## config.mk

```make
export PLATFORM = sky130hd
export DESIGN_NAME = sst_cell
export DESIGN_NICKNAME = d
export VERILOG_FILES = /design/src/sst_pkg.sv /design/src/sst_cell.sv
export SDC_FILE = /design/constraint.sdc
export NUM_CORES = 1
export LEC_CHECK = 0
export BUFFER_PORTS_ARGS = -buffer_cell sky130_fd_sc_hd__buf_4
export CAP_MARGIN = 20
export CORE_ASPECT_RATIO = 2
export CORE_MARGIN = 5
export CORE_UTILIZATION = 49
export CTS_CLUSTER_SIZE = 28
export DETAILED_ROUTE_END_ITERATION = 10
export PLACE_DENSITY = 0.86
export SLEW_MARGIN = 0
export SYNTH_ARGS = -nofsm -noshare
export SYNTH_HDL_FRONTEND = slang
export SYNTH_SLANG_ARGS = --single-unit
```

## constraint.sdc

```tcl
create_clock -name clk -period 6.9 [get_ports clk]
set_clock_uncertainty 0.1 [all_clocks]
set_input_delay 2.07 -clock clk [delete_from_list [all_inputs] [get_ports clk]]
set_output_delay 2.07 -clock clk [all_outputs]
set_load 0.03 [all_outputs]
```

## src/sst_pkg.sv

```systemverilog
// ----------------------------------------------------------------------------
// sst_pkg
// shared types and codes of the sorted set table
// ----------------------------------------------------------------------------
package sst_pkg;

  localparam int WORD_W = 32;

  typedef logic signed [WORD_W-1:0] word_t;

  typedef enum logic [1:0] {
    OP_ADD    = 2'd0,
    OP_REMOVE = 2'd1,
    OP_QUERY  = 2'd2,
    OP_READ   = 2'd3
  } op_t;

  localparam logic [1:0] ST_DONE  = 2'd0;
  localparam logic [1:0] ST_FULL  = 2'd1;
  localparam logic [1:0] ST_RANGE = 2'd2;

  // command broadcast to every cell in the execute cycle
  typedef struct packed {
    logic  ins;
    logic  rem;
    word_t key;
  } cell_cmd_t;

  // compare results a cell reports back
  typedef struct packed {
    logic lt;
    logic eq;
  } cell_flags_t;

endpackage

```

## src/sst_cell.sv

```systemverilog
// ----------------------------------------------------------------------------
// sst_cell
// one slot of the sorted row: compares its member with the key and
// shifts right on insert or left on remove
// ----------------------------------------------------------------------------
module sst_cell (
  input  logic                clk,
  input  logic                occupied,
  input  sst_pkg::cell_cmd_t  cmd,
  input  sst_pkg::cell_flags_t left_flags,
  input  sst_pkg::word_t      left_word,
  input  sst_pkg::word_t      right_word,
  output sst_pkg::cell_flags_t flags,
  output sst_pkg::word_t      word
);
  import sst_pkg::*;

  word_t word_r;
  word_t word_nxt;

  assign flags.lt = occupied && (word_r < cmd.key);
  assign flags.eq = occupied && (word_r == cmd.key);
  assign word     = word_r;

  always_comb begin
    word_nxt = word_r;
    if (cmd.ins && !flags.lt) begin
      word_nxt = left_flags.lt ? cmd.key : left_word;
    end else if (cmd.rem && !flags.lt) begin
      word_nxt = right_word;
    end
  end

  always_ff @(posedge clk) begin
    word_r <= word_nxt;
  end

endmodule

```

# Yosys cells after proc, flatten, opt, wreduce, memory -nomap -nowiden
# Cells that the tools add are included.
[totals]
ff_bits = 32
latch_bits = 0
mem_bits_rw = 0
romBits = 0
in_bits = 102
out_inout_bits = 34
memories = 0
[classes]
add_sub_neg = 0
mul = 0
div_mod_pow = 0
magnitude_cmp = 1
eq_ne = 1
n_shift = 0
muxes = 3
bitwise = 0
n_reduce_logical = 6
[op_table]
columns = ["cell", "count"]
rows = [
  ["2-to-1 mux 32 bit", 3],
  ["== test 32 bit", 1],
  ["less-than comparator 32 bit", 1],
  ["logical AND 1 bit", 4],
  ["nonzero test 2 bit", 1],
  ["logical NOT 1 bit", 1],
]

# Depth between registers and ports, before layout
# Gate-level depths: netlist of the first run.
[depth]
word_depth = 6
mapped_depth = 9
mapped_depth_nobuf = 8

# Worst setup path before layout of the first run
# OpenSTA, ideal clock, no wires.
[synth_path]
kind = "input to output"
startpoint = "input port cmd[31] in the netlist's numbering"
endpoint = "output port flags[1] in the netlist's numbering"
t_arrival_ns = 4.079
slack_ns = 0.651
cell_stages = 7
n_path_buf = 0
cell_sequence = "inv_1 -> ha_1 -> nand4_1 -> nor4_1 -> a221o_1 -> or3_4 -> o21ai_0"
[synth_rtl]
columns = ["item", "line_no", "source"]
rows = [
  ["start: declaration", "sst_cell.sv:9", "input sst_pkg::cell_cmd_t cmd,"],
  ["end: declaration", "sst_cell.sv:13", "output sst_pkg::cell_flags_t flags,"],
]

==> results.txt, run 1 <==
- Setup repair after global routing left no endpoint under its margin.
- Prior to clock tree synthesis, the placed netlist has a worst setup slack of 549 ps.
- Gr usage total: 21.1%
* Initial core utilization: 50.3%
- Total power: 816 uW
- The final route contains 2,259 vias.
- Nets in the synthesized netlist: 360
- Predominant post-synthesis flop cell: edfxtp_1
* Most frequent standard cell in the layout excluding fill and tap cells: buf_4
- Synthesized cell area: 2580 um2
- Buffers placed on the I/O ports in this run total 134.
* Power density over the cells: 219 nW/um2
- The H-tree generated during clock tree synthesis spans 2 levels.
* Final Hold Fails: 0
- Multi-input logic area: 1460 um2
- Beginning of the worst register-to-register path: word[14]
* Setup CP Type: in2out
* Highest-delay cell along the critical path: a221o_1
- The floorplan step set the die height to 113 um.
* Worst setup margin: 549 ps
- Traced cell by cell, the critical path runs through buf_4, inv_1, ha_1, a21oi_1, o21ai_0, a221o_1, or3_4, o21ai_0, buf_4.
- Cell variety after synth: 25
- Top library cells by usage in the layout, fill and taps aside: buf_4 (134), mux2_2 (62), inv_1 (33), ha_1 (32), edfxtp_1 (32)
- Clock transition time at the flip-flop clock pins of the worst setup and hold paths: 70 ps
- The first TritonRoute pass finished after 4 iterations.
* Antenna violations before repair: 0
- Hold Crit Class: reg2reg
- STA classifies the critical path startpoint as an input pin.
- The number of antenna diodes in the final layout is 0.
- Final worst-path cycle share: 92.0%
* Slew Limit Headroom: 37.1%
- Counting flops with an async set or reset pin after synthesis yields a share of 0%.
- Peak supply drop: 0.152 mV
- First-pass GRT wire length: 10,900 um
* Startpoint of the most critical setup path: cmd[17]
- Highest cell delay on the worst timing path: 390 ps
- Clock tree synthesis found a total of 32 sinks.
- Count of buffers added by post-CTS timing repair for setup: 0
- The register with the most flip-flops in the layout has 32 of them.
- In this run, synthesis inferred 32 flip-flops with an integrated enable.
- In this run, synthesis produced a sequential element count of 32.
* Start point of the worst min-delay path: word[31]
- Compared with the post-synthesis result, the final layout area differs by 44.1%.
- Hold-fix buffers, CTS: 0
- In this run the deepest clock path goes through 2 buffers.
- TritonCTS built the clock tree.
* LEAKAGE: 1.79 nW
- Pins over their slew limit: 0
- Number of rows created at floorplan: 37
* Boundary pin count: 136
- Die width: 61.4 um
- After synthesis, flip-flops and latches occupy 37.2% of the total area.
* Critical-path maximum fanout: 2
- For the pin with the worst max-slew slack, the measured transition is 941 ps.
- Sum of routed wire length over all layers: 7080 um
- Overall die area: 6920 um2
- At the worst endpoint, the required time is 4730 ps.
- Insertion delay of the later-clocked pin in the worst-skew pair: 280 ps
- Fin nets: 495
* Syn Area/Cell: 11.4 um2
- The number of global-route vias before repair was 2,500.
* CP Capture Type: output port
* 1st-iter DRT viols: 63
* Area taken by flip-flops and latches: 961 um2
* Sum of negative setup slack: 0 ps
- At the end of routability-driven placement, the weighted congestion stood at 0.830.
- Final setup violation count: 0
- The detail route stage leaves a number of antenna-violating nets equal to 0.
- Maximum operating frequency: 157 MHz
- Number of vias per cell: 5.39
* DRC viols: 0
- Buffers inserted during clock tree synthesis total 5.
- Proportion of layout cells with a drive suffix above 1: 57.3%
* Clock period minus worst slack: 6350 ps
- Maximum number of pins on one net before global-route repair: 33
* Clock Root Buffer: clkbuf_8
* Core area: 5140 um2
- Detailed placement ended at an HPWL of 5840 um.
* Worst path arrival time: 4180 ps
- During synthesis, Yosys emitted a total of 0 warnings.
* Number of gates resized after CTS: 0
* Number of inserted filler cells in the final layout: 369
- Gr ovfl total: 0
- Number of instances in the synthesized netlist: 226
* Worst hold-check slack: 1300 ps
- The flow ran to the end, and the final reports show no timing, DRC or antenna violations.
- Number of max-cap violations: 0
- Drt wl/cell: 16.9 um
-- Yosys cell counts, types with 2 or more instances --
library cell	count	area, um2
a21oi_1	15	75.1
buf_6	3	33.8
clkbuf_1	4	15.0
edfxtp_1	32	961
ha_1	32	400
inv_1	33	124
mux2_1	2	22.5
mux2_2	62	698
nand2_1	11	41.3
nand3_1	2	10.0
nand4_1	5	31.3
nor2_1	6	22.5
nor4_1	2	12.5
o21ai_0	6	30.0
-- routing by layer --
layer | vias up | part of all wire, % | GRT usage (%)
met3 | 22 | 8.5 | 4.91
met2 | 109 | 59 | 42.5
met1 | 1031 | 29 | 18.0
met5 | - | 0 | 0
li1 | 1097 | - | -
met4 | 0 | 2.9 | 7.93
-- stage by stage --
stage / instances / util [%] / area (um2)
after global placement: 411 / 70.5 / 3620
after CTS: 419 / 72.5 / 3730
final: 419 / 72.5 / 3730
after detailed placement: 412 / 71.0 / 3650
after global routing: 419 / 72.5 / 3730
after floorplan: 226 / - / 2580
-- critical path, delay by kind of cell --
kind	cells	cell delay, ps
AOI/OAI and AO/OA	4	1060
and+or+nand+nor	1	390
adders and majority gates	1	300
buffers and inverters	3	380
-- area by class of cell --
cell class	instances	share of cell area (%)
inverter	33	3.32
tap	58	1.95
timing repair buffer	135	27.7
multi-input combinational	154	39.2
sequential	32	25.8
clock inverter	2	0.201
clock buffer	5	1.85
-- worst paths after layout --
check                  end  slack [ps]  cells after the start
setup / recovery  flags[1]         550                      9
setup reg to reg   word[8]        3560                      7
hold reg to reg    word[5]        1300                      4
hold / removal     word[5]        1300                      4
-- logic make-up (layout without fill, tap and decap cells) --
kind of cell,after synthesis,after routing,synth area share [%]
buffers and inverters,40,175,6.68
AND/OR/NAND/NOR,30,30,5.76
flip-flops,32,32,37.2
multiplexers,64,64,27.9
adder cells (fa/ha/maj),32,32,15.5
AO/OA/AOI/OAI,28,28,7.02
-- report_power, final --
group	switching, mW	leakage [nW]	internal, mW	total [mW]
clock network	0.0665	0.0391	0.0665	0.133
logic	0.210	1.44	0.176	0.387
registers	0.0233	0.317	0.272	0.296
total	0.300	1.79	0.515	0.816
Power figures use the tool's default switching activity.
==> run 2, diff against run 1 <==
- BUFFER_PORTS_ARGS: -buffer_cell sky130_fd_sc_hd__buf_4 -> -buffer_cell sky130_fd_sc_hd__buf_2
- CORE_MARGIN: 5 -> unset
==> run 2 against run 1 <==
Effect of this change:
- worst setup slack is essentially flat
- register-to-register slack lost 110 ps
- sequential power is essentially flat
- maximum frequency is essentially flat
- cell count shrank 0.24%
- global-route usage grew 2.5 points
- critical endpoint unchanged
==> results.txt, run 2 (same netlist as run 1, synthesis figures left out) <==
* Fraction of power consumed by sequential logic: 38.2% (+1.9 points)
* Boundary pin count: 136 (unchanged)
- Worst Max-Slew Pin Slew: 1130 ps (+186 ps)
- Layout area overhead: 30.1%
* First-pass GRT wire length: 9650 um (-12%)
- The number of antenna violations at the first check in global routing is 0 (unchanged).
* GPL Wtd Cong: 0.757 (-8.8%)
- Proportion of layout cells with a drive suffix above 1: 57.2% (-0.12 points)
- Data required time at the worst endpoint: 4730 ps (about the same)
* Startpoint of the most critical setup path: cmd[31]
- The number of violations reported at the end of detailed-routing iteration 0 was 35 (-44%).
- Insertion delay of the later-clocked pin in the worst-skew pair: 280 ps (about the same)
* Worst reg2reg endpoint: word[17]
- Clock sink total: 32 (unchanged)
- Count of nets left with antenna violations after detail routing: 0 (unchanged)
* Count of buffers added by post-CTS timing repair for setup: 0 (unchanged)
- TritonCTS clock tree: yes
- Sum of negative setup slack: 0 ps (unchanged)
* Number of inserted diodes: 0 (unchanged)
* CP Capture Type: output port
- The number of placed instances with taps included was 411 (-0.24%).
* Number of flip-flops in the largest register: 32 (unchanged)
* Sum of routed wire length over all layers: 6280 um (-11%)
- Multi-input logic area: 1460 um2 (unchanged)
- The fmax is 157 MHz (about the same).
- Following the worst setup path forward leads to its endpoint at flags[1].
- Setup CP Type: in2out
- Core area: 5090 um2 (-0.90%)
* Clock period minus worst slack: 6350 ps (+0.460 ps)
- The average wire per cell in the routed design was 15.0 um (-11%).
- The number of H-tree branching levels came to 2 (unchanged).
- The top cell types in the final layout, fill and taps aside, are buf_2 (134), mux2_2 (62), inv_1 (33), ha_1 (32), edfxtp_1 (32).
- The proportion of total power due to net switching was 38.5% (+1.7 points).
* Number of inserted filler cells in the final layout: 444 (+20%)
* Final worst-path cycle share: 92.0% (about the same)
* Non-filler instance count after layout: 418 (-0.24%)
- Peak supply drop: 0.149 mV (-1.6%)
- The post-route cell area came to 3360 um2 (-9.7%).
* Slew Limit Headroom: 24.6% (-13 points)
- Combinational power share: 44.3% (-3.1 points)
- The x dimension of the die is 53.4 um (-13%).
* Maximum number of pins on one net before global-route repair: 33 (unchanged)
- Via count of the routed design: 2,240 (-0.84%)
* Critical-path maximum fanout: 5 (+3)
* Initial core utilization: 50.8% (+0.46 points)
* LEAKAGE: 1.67 nW (-7.1%)
* DRC viols: 0 (unchanged)
* Hold Crit Class: reg2reg
- Longest Clk Path Bufs: 2 (unchanged)
* Overall die area: 5590 um2 (-19%)
* Post-place instance area: 3290 um2 (-9.9%)
- Pins over their slew limit: 0 (unchanged)
* Setup repair after global routing missed its margin: false
- Number of rows created at floorplan: 37 (unchanged)
- Via count of the first global-routing pass: 2,451 (-2.0%)
- The ratio of routed vias to standard cells is 5.36 (-0.60%).
- HPWL after DPL: 5080 um (-13%)
- Number of clock buffers inserted by TritonCTS: 5 (unchanged)
* Path depth of the worst reg2reg path: 7 (unchanged)
- The total track usage came to 23.6% (+2.5 points).
- The clock-pin slew on the worst setup and hold paths is 60 ps (about the same).
- The reported max-cap violation count is 0 (unchanged).
- Register-to-register setup slack: 3450 ps (-110 ps)
* Clock group share of total power: 17.4% (+1.1 points)
- The setup-violating endpoint count in the final report came to 0 (unchanged).
- Setup crit start kind: input pin
- Result of the run: finished clean
- Number of port buffers: 134 (unchanged)
- In this run the critical register-to-register path is launched from word[31].
- Gr ovfl total: 0 (unchanged)
- Fin nets: 494 (-0.20%)
- The number of iterations in the first detailed-routing pass is 4 (unchanged).
* Die height: 105 um (-7.1%)
- Most frequent standard cell in the layout excluding fill and tap cells: buf_2
* Area taken by flip-flops and latches: 961 um2 (unchanged)
* Switch Pwr: 296 uW (-1.4%)
- The power density relative to cell area was 229 nW/um2 (+4.5%).
* Final Hold Fails: 0 (unchanged)
- Number of gates resized after CTS: 0 (unchanged)
- The cts-stage hold buffer count came to 0 (unchanged).
- Worst path arrival time: 4180 ps (about the same)
* Clock Root Buffer: clkbuf_8
* Internal power: 473 uW (-8.2%)
[run 2: cell count changes in the layout (fill, tap and decap cells not counted)]
| cell | before | now |
|---|---|---|
| buf_2 | 0 | 134 |
| buf_4 | 134 | 0 |
| buf_16 | 1 | 0 |
[run 2: stage by stage]
step	worst slack, ps	hold WS (ps)	util [%]	power, mW
final	549	1370	66.0	0.769
after global placement	548	1370	64.5	0.629
after detailed placement	538	1370	64.5	0.642
after global routing	418	1480	66.0	0.814
after floorplan	651	1250	-	0.535
after CTS	535	1390	66.0	0.777
[run 2: power groups by stage]
stage               clock [mW]  sequential, mW  combinational, mW
finish                   0.134           0.294              0.341
global route             0.143           0.298              0.373
floorplan                    0           0.377              0.158
detailed placement           0           0.298              0.344
global placement             0           0.295              0.334
CTS                      0.137           0.294              0.345
[run 2: how the worst min path moves through the flow]
stage / cells after the start / to / startpoint
after floorplan: 4 / word[0] / word[31]
after global placement: 4 / word[26] / word[31]
after detailed placement: 4 / word[30] / word[31]
after CTS: 4 / word[26] / word[31]
after global routing: 4 / word[26] / word[31]
final: 4 / word[26] / word[31]
[run 2: final cells by class]
class | count | share of cell area, %
inverters | 33 | 3.68
clock buffers | 5 | 2.05
clock inverters | 2 | 0.223
repair buffers | 134 | 19.9
multi-input cells | 154 | 43.4
flip-flops and latches | 32 | 28.6
well taps | 58 | 2.16
[run 2: per-layer routing]
| metal | part of all wire (%) | routed length (um) | GRT usage [%] | vias up |
|---|---|---|---|---|
| li1 | - | - | - | 1088 |
| met1 | 31 | 1980 | 19.0 | 1058 |
| met2 | 61 | 3860 | 48.9 | 82 |
| met3 | 4.7 | 295 | 3.06 | 12 |
| met4 | 2.4 | 153 | 10.3 | 0 |
| met5 | 0 | 0 | 0 | - |
[run 2: worst max-delay path, cell delays in order]
cell and delay, ps:
buf_2 90, inv_1 40, ha_1 340, nand4_1 180, nor4_1 100, a221o_1 360
or3_4 390, o21ai_0 340, buf_2 280
